$ cat src/rtl/csm_pkg.sv
// Shared types and constants of the CPU schedule metrics block.
// Used by csm_ctrl, csm_dp and cpu_schedule_metrics; no dependencies.
`default_nettype none
package csm_pkg;

  typedef enum logic [1:0] {
    POL_FCFS = 2'd0,
    POL_SJF  = 2'd1,
    POL_PRIO = 2'd2,
    POL_RR   = 2'd3
  } policy_e;

  localparam logic REG_POLICY  = 1'b0;
  localparam logic REG_QUANTUM = 1'b1;

  typedef struct packed {
    logic [15:0] arrival;
    logic [15:0] burst;
    logic [7:0]  urgency;
    logic        last_proc;
  } in_word_t;

  typedef struct packed {
    logic [5:0]  proc_number;
    logic [21:0] finish_time;
    logic [21:0] turnaround;
    logic [21:0] waiting;
    logic [26:0] total_waiting;
    logic [26:0] total_turnaround;
    logic        last_result;
  } out_word_t;

  typedef struct packed {
    logic [15:0] arrival;
    logic [15:0] burst;
    logic [7:0]  urgency;
  } proc_ent_t;

  typedef enum logic [4:0] {
    CMD_NONE,
    CMD_LOAD,
    CMD_SORT_RDI,
    CMD_SORT_LATI,
    CMD_SORT_RDJ,
    CMD_SORT_CMP,
    CMD_SORT_WR,
    CMD_PERM_RDO,
    CMD_PERM_RDP,
    CMD_PERM_WR,
    CMD_RR_INIT,
    CMD_RR_SETCLK,
    CMD_ADM_RD,
    CMD_ADM_PUSH,
    CMD_RR_JUMP,
    CMD_RR_POP,
    CMD_RR_RDREM,
    CMD_RR_SLICE,
    CMD_RR_FINISH,
    CMD_RR_REQUEUE,
    CMD_OUT_RD,
    CMD_OUT_EMIT
  } dp_cmd_e;

  typedef struct packed {
    logic batch_end;
    logic j_last;
    logic i_last;
    logic k_last;
    logic rr_mode;
    logic nxt_end;
    logic arr_le;
    logic done_all;
    logic q_empty;
    logic rem_zero;
    logic out_free;
  } dp_sts_t;

  function automatic logic [15:0] sort_key(policy_e pol, proc_ent_t e);
    logic [15:0] k;
    unique case (pol)
      POL_SJF:  k = e.burst;
      POL_PRIO: k = {8'd0, e.urgency};
      default:  k = e.arrival;
    endcase
    return k;
  endfunction

endpackage
`default_nettype wire

$ cat src/rtl/csm_ctrl.sv
// Sequencer of the schedule metrics block: load, sort, permute, round robin
// simulation and result phases. Depends on csm_pkg.
`default_nettype none
module csm_ctrl import csm_pkg::*; (
  input  wire logic    clk_i,
  input  wire logic    rst_ni,
  input  wire dp_sts_t sts_i,
  output dp_cmd_e      cmd_o
);
  typedef enum logic [18:0] {
    ST_LOAD  = 19'd1,
    ST_SRDI  = 19'd2,
    ST_SLAT  = 19'd4,
    ST_SRDJ  = 19'd8,
    ST_SCMP  = 19'd16,
    ST_SWR   = 19'd32,
    ST_PRDO  = 19'd64,
    ST_PRDP  = 19'd128,
    ST_PWR   = 19'd256,
    ST_RINIT = 19'd512,
    ST_RCLK  = 19'd1024,
    ST_ARD   = 19'd2048,
    ST_ACHK  = 19'd4096,
    ST_LOOP  = 19'd8192,
    ST_POP   = 19'd16384,
    ST_SLICE = 19'd32768,
    ST_POST  = 19'd65536,
    ST_ORD   = 19'd131072,
    ST_OEMIT = 19'd262144
  } state_e;

  state_e state_q, state_d;
  logic   ret_post_q, ret_post_d;
  state_e ret_st;

  assign ret_st = ret_post_q ? ST_POST : ST_LOOP;

  always_comb begin
    state_d    = state_q;
    ret_post_d = ret_post_q;
    cmd_o      = CMD_NONE;
    unique case (state_q)
      ST_LOAD: begin
        cmd_o = CMD_LOAD;
        if (sts_i.batch_end) state_d = ST_SRDI;
      end
      ST_SRDI: begin
        cmd_o   = CMD_SORT_RDI;
        state_d = ST_SLAT;
      end
      ST_SLAT: begin
        cmd_o   = CMD_SORT_LATI;
        state_d = ST_SRDJ;
      end
      ST_SRDJ: begin
        cmd_o   = CMD_SORT_RDJ;
        state_d = ST_SCMP;
      end
      ST_SCMP: begin
        cmd_o   = CMD_SORT_CMP;
        state_d = sts_i.j_last ? ST_SWR : ST_SRDJ;
      end
      ST_SWR: begin
        cmd_o   = CMD_SORT_WR;
        state_d = sts_i.i_last ? ST_PRDO : ST_SRDI;
      end
      ST_PRDO: begin
        cmd_o   = CMD_PERM_RDO;
        state_d = ST_PRDP;
      end
      ST_PRDP: begin
        cmd_o   = CMD_PERM_RDP;
        state_d = ST_PWR;
      end
      ST_PWR: begin
        cmd_o = CMD_PERM_WR;
        if (!sts_i.k_last)       state_d = ST_PRDO;
        else if (sts_i.rr_mode)  state_d = ST_RINIT;
        else                     state_d = ST_ORD;
      end
      ST_RINIT: begin
        cmd_o   = CMD_RR_INIT;
        state_d = ST_RCLK;
      end
      ST_RCLK: begin
        cmd_o      = CMD_RR_SETCLK;
        ret_post_d = 1'b0;
        state_d    = ST_ARD;
      end
      ST_ARD: begin
        if (sts_i.nxt_end) begin
          state_d = ret_st;
        end else begin
          cmd_o   = CMD_ADM_RD;
          state_d = ST_ACHK;
        end
      end
      ST_ACHK: begin
        if (sts_i.arr_le) begin
          cmd_o   = CMD_ADM_PUSH;
          state_d = ST_ARD;
        end else begin
          state_d = ret_st;
        end
      end
      ST_LOOP: begin
        priority if (sts_i.done_all) begin
          state_d = ST_ORD;
        end else if (sts_i.q_empty) begin
          if (sts_i.nxt_end) begin
            state_d = ST_ORD;
          end else begin
            cmd_o   = CMD_RR_JUMP;
            state_d = ST_RCLK;
          end
        end else begin
          cmd_o   = CMD_RR_POP;
          state_d = ST_POP;
        end
      end
      ST_POP: begin
        cmd_o   = CMD_RR_RDREM;
        state_d = ST_SLICE;
      end
      ST_SLICE: begin
        cmd_o      = CMD_RR_SLICE;
        ret_post_d = 1'b1;
        state_d    = ST_ARD;
      end
      ST_POST: begin
        cmd_o   = sts_i.rem_zero ? CMD_RR_FINISH : CMD_RR_REQUEUE;
        state_d = ST_LOOP;
      end
      ST_ORD: begin
        cmd_o   = CMD_OUT_RD;
        state_d = ST_OEMIT;
      end
      ST_OEMIT: begin
        if (sts_i.out_free) begin
          cmd_o   = CMD_OUT_EMIT;
          state_d = sts_i.k_last ? ST_LOAD : ST_ORD;
        end
      end
      default: state_d = ST_LOAD;
    endcase
  end

  always_ff @(posedge clk_i or negedge rst_ni) begin
    if (!rst_ni) begin
      state_q    <= ST_LOAD;
      ret_post_q <= 1'b0;
    end else begin
      state_q    <= state_d;
      ret_post_q <= ret_post_d;
    end
  end
endmodule
`default_nettype wire

$ cat config.mk
export PLATFORM = sky130hd
export DESIGN_NAME = csm_ctrl
export DESIGN_NICKNAME = d
export VERILOG_FILES = /design/src/rtl/csm_pkg.sv /design/src/rtl/csm_ctrl.sv
export SDC_FILE = /design/constraint.sdc
export NUM_CORES = 1
export LEC_CHECK = 0
export ABC_AREA = 1
export BUFFER_PORTS_ARGS = -buffer_cell sky130_fd_sc_hd__buf_2
export CELL_PAD_IN_SITES_DETAIL_PLACEMENT = 0
export CELL_PAD_IN_SITES_GLOBAL_PLACEMENT = 2
export CORE_MARGIN = 5
export CORE_UTILIZATION = 33
export DETAILED_ROUTE_END_ITERATION = 10
export PLACE_DENSITY_LB_ADDON = 0.1
export SYNTH_ARGS = -nofsm -noshare
export SYNTH_HDL_FRONTEND = slang
export SYNTH_SLANG_ARGS = --single-unit
$ cat constraint.sdc
create_clock -name clk_i -period 1.74 [get_ports clk_i]
set_input_delay 0.348 -clock clk_i [delete_from_list [all_inputs] [get_ports clk_i]]
set_output_delay 0.348 -clock clk_i [all_outputs]
set_load 0.03 [all_outputs]
== After elaboration in Yosys (flattened, before gate mapping) ==
Cells that the tools add are included.

* Add/subtract/negate cells: 0
* Multipliers: 0
* Div/mod/pow operators: 0
* $lt $le $gt $ge: 0
* Eq/ne operators: 21
* Shift operators: 0
* Mux-type cells: 23
* Bitwise operators: 0
* Reductions and logical operators: 3

{| class="wikitable"
|+ Operators with widths
! operator !! number
|-
| 19-bit case mux with 18 select lines || 1
|-
| 5-bit case mux with 19 select lines || 1
|-
| 19-bit 2-to-1 mux || 4
|-
| 18-bit 2-to-1 mux || 4
|-
| 17-bit 2-to-1 mux || 3
|-
| 19-bit by 1-bit == test with 1-bit output (second input constant) || 1
|-
| 19-bit by 10-bit == test with 1-bit output (second input constant) || 1
|-
| 19-bit by 11-bit == test with 1-bit output (second input constant) || 1
|-
| 19-bit by 12-bit == test with 1-bit output (second input constant) || 1
|-
| 19-bit by 13-bit == test with 1-bit output (second input constant) || 1
|-
| 19-bit by 14-bit == test with 1-bit output (second input constant) || 1
|-
| 19-bit by 15-bit == test with 1-bit output (second input constant) || 1
|-
| 19-bit by 16-bit == test with 1-bit output (second input constant) || 1
|-
| 19-bit by 17-bit == test with 1-bit output (second input constant) || 1
|-
| 19-bit by 18-bit == test with 1-bit output (second input constant) || 1
|-
| 19-bit == test (second input constant) || 1
|-
| 19-bit by 2-bit == test with 1-bit output (second input constant) || 1
|-
| 19-bit by 3-bit == test with 1-bit output (second input constant) || 1
|-
| 19-bit by 4-bit == test with 1-bit output (second input constant) || 1
|-
| 19-bit by 5-bit == test with 1-bit output (second input constant) || 1
|-
| 19-bit by 6-bit == test with 1-bit output (second input constant) || 1
|-
| 19-bit by 7-bit == test with 1-bit output (second input constant) || 1
|-
| 19-bit by 8-bit == test with 1-bit output (second input constant) || 1
|-
| 19-bit by 9-bit == test with 1-bit output (second input constant) || 1
|-
| other kinds (10) || 15
|}

* Register bits: 20
* Bits in latches: 0
* Memory bits (writable): 0
* Memory bits (read-only): 0
* Bits of input ports: 13
* Output and inout port bits: 5
* Word-level logic and storage cells: 49
* Memories: 0

== Logic depth before layout (Yosys ltp) ==
Gate-level depths: netlist (run 1).

* Depth in word-level cells: 4
* Mapped depth: 11
* Depth with buffers taken out: 10

== Least setup slack after synthesis (run 1) ==
Ideal clock, no wire load.

* Kind: register to output
* Start: register state_q[18]
* End: output port cmd_o[2]
* Arrival: 1.450 ns
* Required time: 1.392 ns
* Setup slack: -0.058 ns
* Cell stages (with the launch flop): 10
* Buffers on the path: 0
* Cells stage by stage: dfrtp_1 nor2_2 nand2_2 inv_2 nand2_2 nor2_4 nand2_1 o22ai_1 nor2_1 nand3b_1

* Word-level cells in the longest chain between the ends: 2
* Elaborated cells between the ends (all ways): 20
* Classes of those cells: eq/ne (19); mux (1)

{| class="wikitable"
|+ Ends and longest elaborated chain
! element !! RTL line !! text
|-
| start, declared || csm_ctrl.sv:32 || <nowiki>state_e state_q, state_d;</nowiki>
|-
| start signal, assigned || csm_ctrl.sv:153 || <nowiki>state_q <= state_d;</nowiki>
|-
| 19-bit == test, or another cell as far along || csm_ctrl.sv:42 || <nowiki>unique case (state_q)</nowiki>
|-
| 5-bit case mux with 19 select lines * || csm_ctrl.sv:42 ||
|-
| end, declared || csm_ctrl.sv:8 || <nowiki>output dp_cmd_e cmd_o</nowiki>
|}

Mark *: on every way between the ends. The rest lies on a longest branch, timed or not.

== Worst setup path after layout (run 1) ==
* Start: register state_q[9]
* End: output port cmd_o[2]

The elaborated chain is that of the path after synthesis.

==> impl_metrics.json, run 1 <==
{
  "status": "complete, but fails checks",
  "setup-violations-final": 5,
  "crit_chain": "nor2_4 > nand2_2 > nor2_4 > buf_12 > nand3_2 > nand2_1 > nor2_2 > and3_1 > nand3b_1 > buf_6",
  "hold-worst-slack_ps": 34.7,
  "cts_tree": "built",
  "internal_power_mw": 1.04,
  "instances_no_fill": 308,
  "final_common_cell": "buf_4",
  "fmax_mhz": 445,
  "clock_skew_ps": 7.07,
  "diodes": 0,
  "cpMostUsedCell": "nor2_4",
  "syn_area_per_cell_um2": 7.53,
  "startpoint": "state_q[9]",
  "route.detailed.drc": 0,
  "p_leak_nw": 1.13,
  "setup_tns_ps": -2400,
  "slew_headroom_pct": 68.1,
  "cts.clk_slew.worst_paths_ps": 80,
  "dp_hpwl_um": 3420,
  "die_w_um": 75.0,
  "startpoint_type": "flip-flop",
  "hold_violations": 0,
  "reg2reg_depth": 11,
  "root_buffer": "clkbuf_8",
  "peakVddDrop_v": 0.000666,
  "cts_inserted_buffers": 3,
  "endpoint_kind": "output port",
  "synth-main-ff-cell": "dfrtp_1",
  "max_stage_delay_ps": 410,
  "crit_cells": 10,
  "wl_per_cell_um": 13.8,
  "rsz0062_at_grt": "yes",
  "path_max_fanout": 6,
  "routed_via_density": 4.67,
  "yosysWarnings": 0,
  "fin_crit_sh_pct": 129,
  "ys_seq_area_share_pct": 36.0,
  "globalRouteTotalUtil_pct": 16.2,
  "drt-initial-drc-count": 80,
  "slew_viol_final": 0,
  "cts_buffer_depth": 2,
  "syn_area_mm2": 0.00139,
  "crit_slowest_cell": "dfrtp_1",
  "syn_inst": 185,
  "finalPower_mw": 1.77,
  "grt_first_pass_wirelength_um": 6790,
  "antenna_found_initial": 0,
  "required_ps": 1390,
  "via_count": 1437,
  "ys_ff_latch": 20,
  "die_y_um": 75.0,
  "synth_edf_count": 0,
  "grt_pass1_vias": 1478,
  "grt_overflow_total": 0,
  "cellPowerDensity_mw_per_mm2": 828,
  "cap_violations": 0,
  "mostFrequentLayoutCells": "buf_4 (50), inv_1 (30), nand2_1 (20)",
  "drt-total-wl_um": 4260,
  "synthesis.nets": 198,
  "violations": "setup timing",
  "path_class": "reg2out",
  "drive_gt1_share_pct": 50.4,
  "swShare_pct": 40.9,
  "synth-async-reset-ratio_pct": 100,
  "place_ws_ps": -283,
  "arrival_ps": 1900,
  "cts_hold_buf": 0,
  "grt_max_degree": 21,
  "nets": 272,
  "pwr-share-seq_pct": 30.2,
  "clk_latency_ps": 260,
  "coreArea_mm2": 0.00406,
  "initial_core_util_pct": 34.3,
  "rr_endpoint": "state_q[0]",
  "portBuffers": 17,
  "htreeDepth": 1,
  "min-delay-path-class": "in2async",
  "synth.distinct_cells": 37,
  "dieArea_mm2": 0.00562,
  "clock-sinks": 20,
  "switching_power_mw": 0.723,
  "syn_to_final_growth_pct": 53.4,
  "power_frac_comb_pct": 51.5,
  "regToRegSetupSlack_ps": 20,
  "finalWeightedCongestion": 0.867,
  "yosys-top-cells-area": "dfrtp_1 (34%), inv_1 (8.6%), nand2_1 (7.0%)",
  "synth_area_leader_cell": "dfrtp_1",
  "crit_buf_inv": 2,
  "pin_count": 18,
  "fp-row-count": 23,
  "ant_nets": 0,
  "drt-pass1-iter-count": 4,
  "r2r-start": "state_q[0]",
  "cp_top_family": "simple AND/OR/NAND/NOR gates",
  "worstMarginPinSlew_ps": 478,
  "fin_crit_ps": 2240,
  "synth.top_cell.area_share_pct": 34.1,
  "clockPowerShare_pct": 18.3,
  "place_inst": 300,
  "crit_end": "cmd_o[2]",
  "fin_ws_ps": -505
}
final cells by class:
type,count,area (µm²)
multi-input combinational,129,853
sequential,20,502
timing repair buffer,70,542
inverter,35,131
clock buffer,4,45.0
tap,50,62.6
fill,402,1920
through the flow:
step           cell area (µm²)  util (%)
5_1_grt                   2140      52.6
2_1_floorplan             1410         -
3_3_place_gp              1920      47.4
6_report                  2140      52.6
4_1_cts                   2000      49.3
3_5_place_dp              1920      47.4
logic make-up (layout without fill, tap and decap cells):
family	Yosys count	in the layout	synth area share [%]
flops	20	20	36.0
buf+inv	36	109	10.2
compound gates	19	19	9.88
simple gates	110	110	43.8
power groups by stage:
stage / combinational, mW / clock (mW) / sequential, mW
3_3_place_gp: 0.791 / 0 / 0.543
6_report: 0.910 / 0.324 / 0.534
2_1_floorplan: 0.528 / 0 / 0.550
5_1_grt: 0.980 / 0.353 / 0.539
4_1_cts: 0.858 / 0.333 / 0.535
3_5_place_dp: 0.810 / 0 / 0.544
state kept, by name, summed over array words and instances, names as in the netlist:
name / count
ret_post_q: 1
state_q: 19
metal layers:
metal	routed length, µm	global-route usage (%)
met5	0	0
met4	80	5.73
met3	133	2.40
met2	2080	27.4
met1	1960	21.1
worst min-delay path by stage:
stage | from | to | slack, ps | cells after the start
after floorplan | rst_ni | ret_post_q | 50 | 0
after detailed placement | rst_ni | state_q[17] | 340 | 1
after global placement | rst_ni | state_q[17] | 330 | 1
after global routing | rst_ni | ret_post_q | 80 | 1
after CTS | rst_ni | state_q[13] | 60 | 1
final | rst_ni | state_q[9] | 30 | 1
cell usage after synthesis (3+ instances only):
cell type	number
o21ai_0	7
nor2_4	3
nand4_1	4
nor2_2	12
nand3_2	3
o22ai_1	3
nand2_1	26
nor2_1	25
inv_1	32
nand3_1	12
inv_2	3
nor3_1	9
dfrtp_1	19
nand2_2	4
what timing repair did:
| action | in CTS | in global routing |
|---|---|---|
| setup endpoints to repair | 6 | 11 |
| gates resized for setup | 12 | 23 |
| pin swaps | 2 | 11 |
| cloned | 0 | 1 |
| setup buffers | 0 | 3 |
(Power assumes the default switching activity.)
==> run 2, diff against run 1 <==
==> constraint.sdc (replaced) <==
create_clock -name clk_i -period 1.74 [get_ports clk_i]
set_input_delay 0.261 -clock clk_i [delete_from_list [all_inputs] [get_ports clk_i]]
set_output_delay 0.261 -clock clk_i [all_outputs]
set_load 0.03 [all_outputs]
==> run 2 against run 1 <==
  * The run still ends with setup timing left
  * Count of clock-buffer cells in the layout is the same
  * Clock skew shrank 5.0 ps
  * Combinational power decreased by 2%
  * Critical path depth unchanged
  * Final cell count is 0.97% higher
  * Setup slack better by 110 ps
  * Die area unchanged
  * Highest routed layer unchanged
==> impl_metrics.json, run 2 (synthesis gave the netlist of run 1 again) <==
{
  "via_count": 1471,
  "coreArea_mm2": 0.00406,
  "required_ps": 1480,
  "route.detailed.drc": 0,
  "endpoint_kind": "output port",
  "setup-violations-final": 7,
  "worstMarginPinSlew_ps": 486,
  "fin_crit_ps": 2140,
  "grt_overflow_total": 0,
  "crit_chain": "nor2_2 > nand2_2 > inv_2 > nand2_2 > nor2_4 > nand2_2 > o22ai_2 > nor2_2 > nand3b_1 > buf_6",
  "top_register": "state_q",
  "clock_skew_ps": 2.02,
  "cpMostUsedCell": "nand2_2",
  "ant_nets": 0,
  "cts.clk_slew.worst_paths_ps": 80,
  "mostFrequentLayoutCells": "buf_4 (50), inv_1 (31), nand2_1 (23)",
  "cts_buffer_depth": 2,
  "place_ws_ps": -147,
  "routed_via_density": 4.73,
  "rsz0062_at_grt": "yes",
  "fin_crit_sh_pct": 123,
  "grt_max_degree": 21,
  "root_buffer": "clkbuf_8",
  "syn_to_final_growth_pct": 57.3,
  "violations": "setup timing",
  "dieArea_mm2": 0.00562,
  "drt-initial-drc-count": 40,
  "cts_tree": "built",
  "final_common_cell": "buf_4",
  "clockPowerShare_pct": 20.5,
  "cellPowerDensity_mw_per_mm2": 822,
  "drive_gt1_share_pct": 51.0,
  "largest_reg_flops": 19,
  "grt_first_pass_wirelength_um": 6870,
  "fmax_mhz": 468,
  "power_frac_comb_pct": 49.7,
  "htreeDepth": 1,
  "path_max_fanout": 7,
  "pwr-share-seq_pct": 29.8,
  "antenna_found_initial": 0,
  "slew_viol_final": 0,
  "die_w_um": 75.0,
  "swShare_pct": 39.5,
  "drt-pass1-iter-count": 4,
  "startpoint_type": "flip-flop",
  "hold-worst-slack_ps": 208,
  "finalWeightedCongestion": 0.848,
  "die_y_um": 75.0,
  "clk_latency_ps": 260,
  "pin_count": 18,
  "top_regs": "state_q (19), ret_post_q (1)",
  "peakVddDrop_v": 0.000600,
  "switching_power_mw": 0.711,
  "fp-row-count": 23,
  "arrival_ps": 1880,
  "diodes": 0,
  "min-delay-path-class": "in2reg",
  "portBuffers": 17,
  "grt_pass1_vias": 1521,
  "dp_hpwl_um": 3190,
  "fin_ws_ps": -398,
  "crit_slowest_cell": "dfrtp_1",
  "num-fill-cells": 382,
  "internal_power_mw": 1.09,
  "finalPower_mw": 1.80,
  "wl_per_cell_um": 13.1,
  "p_leak_nw": 1.18,
  "max_stage_delay_ps": 400,
  "globalRouteTotalUtil_pct": 16.0,
  "initial_core_util_pct": 34.3,
  "cts_inserted_buffers": 3,
  "nets": 275,
  "cap_violations": 0,
  "hold_violations": 0,
  "clock-sinks": 20,
  "drt-total-wl_um": 4070,
  "slew_headroom_pct": 67.6,
  "path_class": "reg2out",
  "status": "complete, but fails checks"
}
-- run 2: cell count changes in the layout (fill, tap and decap cells not counted), moves of 2 or more --
cell and delta:
o21ai_1 -3, buf_6 +4, nor2_4 -3, nand2_2 -4
nand2_1 +3, nand3_4 +2, o21ai_0 +2, nor2_2 +4
-- run 2: path summary, 6_finish.rpt --
path                              from     endpoint  slack [ps]  cells after the start
min in group asynchronous       rst_ni   state_q[9]         490                      2
min reg2reg                 ret_post_q  state_q[13]         490                      1
min                           sts_i[9]   state_q[3]         210                      2
max reg2reg                state_q[18]  state_q[13]         -10                     11
max                        state_q[18]     cmd_o[2]        -400                     10
max in group asynchronous       rst_ni   state_q[0]         900                      2
-- run 2: area by class of cell --
type	count	area [µm²]	area share [%]
repair buffers	73	567	25.9
flip-flops and latches	20	502	22.9
multi-input cells	129	873	39.9
clock buffers	4	55.1	2.51
inverters	35	131	6.00
well taps	50	62.6	2.86
-- run 2: metrics by stage --
| step | utilization, % | std cells | area (µm²) | TNS (ps) |
|---|---|---|---|---|
| 2_1_floorplan | - | 185 | 1390 | 0 |
| 3_3_place_gp | 46.3 | 296 | 1880 | -692 |
| 3_5_place_dp | 46.3 | 296 | 1880 | -573 |
| 4_1_cts | 50.7 | 305 | 2060 | -1700 |
| 5_1_grt | 54.0 | 311 | 2190 | -2580 |
| 6_report | 54.0 | 311 | 2190 | -1870 |
-- run 2: worst max-delay path, delay by kind of cell (launching register included) --
| kind | cells | cell delay (ps) |
|---|---|---|
| buffers and inverters | 2 | 210 |
| AOI/OAI and AO/OA | 1 | 170 |
| DFF | 1 | 400 |
| and+or+nand+nor | 7 | 840 |
-- run 2: timing repair --
action / in CTS / in global routing
pin swaps: 6 / 11
hold buffers: 1 / 0
resized for setup: 24 / 18
buffers inserted: 4 / 6
endpoints found under the setup margin: 7 / 9
hold endpoints to repair: 19 / 0
-- run 2: per-layer routing --
metal	vias up	routed length, µm	track usage (%)
met3	6	139	3.07
met5	-	0	0
li1	753	-	-
met2	20	2110	29.1
met1	692	1780	20.1
met4	0	42	1.78
-- run 2: power by group through the flow --
stage | clock network (mW) | logic (mW) | registers [mW]
floorplan | 0 | 0.519 | 0.550
global placement | 0 | 0.779 | 0.542
detailed placement | 0 | 0.786 | 0.542
CTS | 0.384 | 0.859 | 0.533
global route | 0.410 | 0.966 | 0.542
finish | 0.369 | 0.896 | 0.536
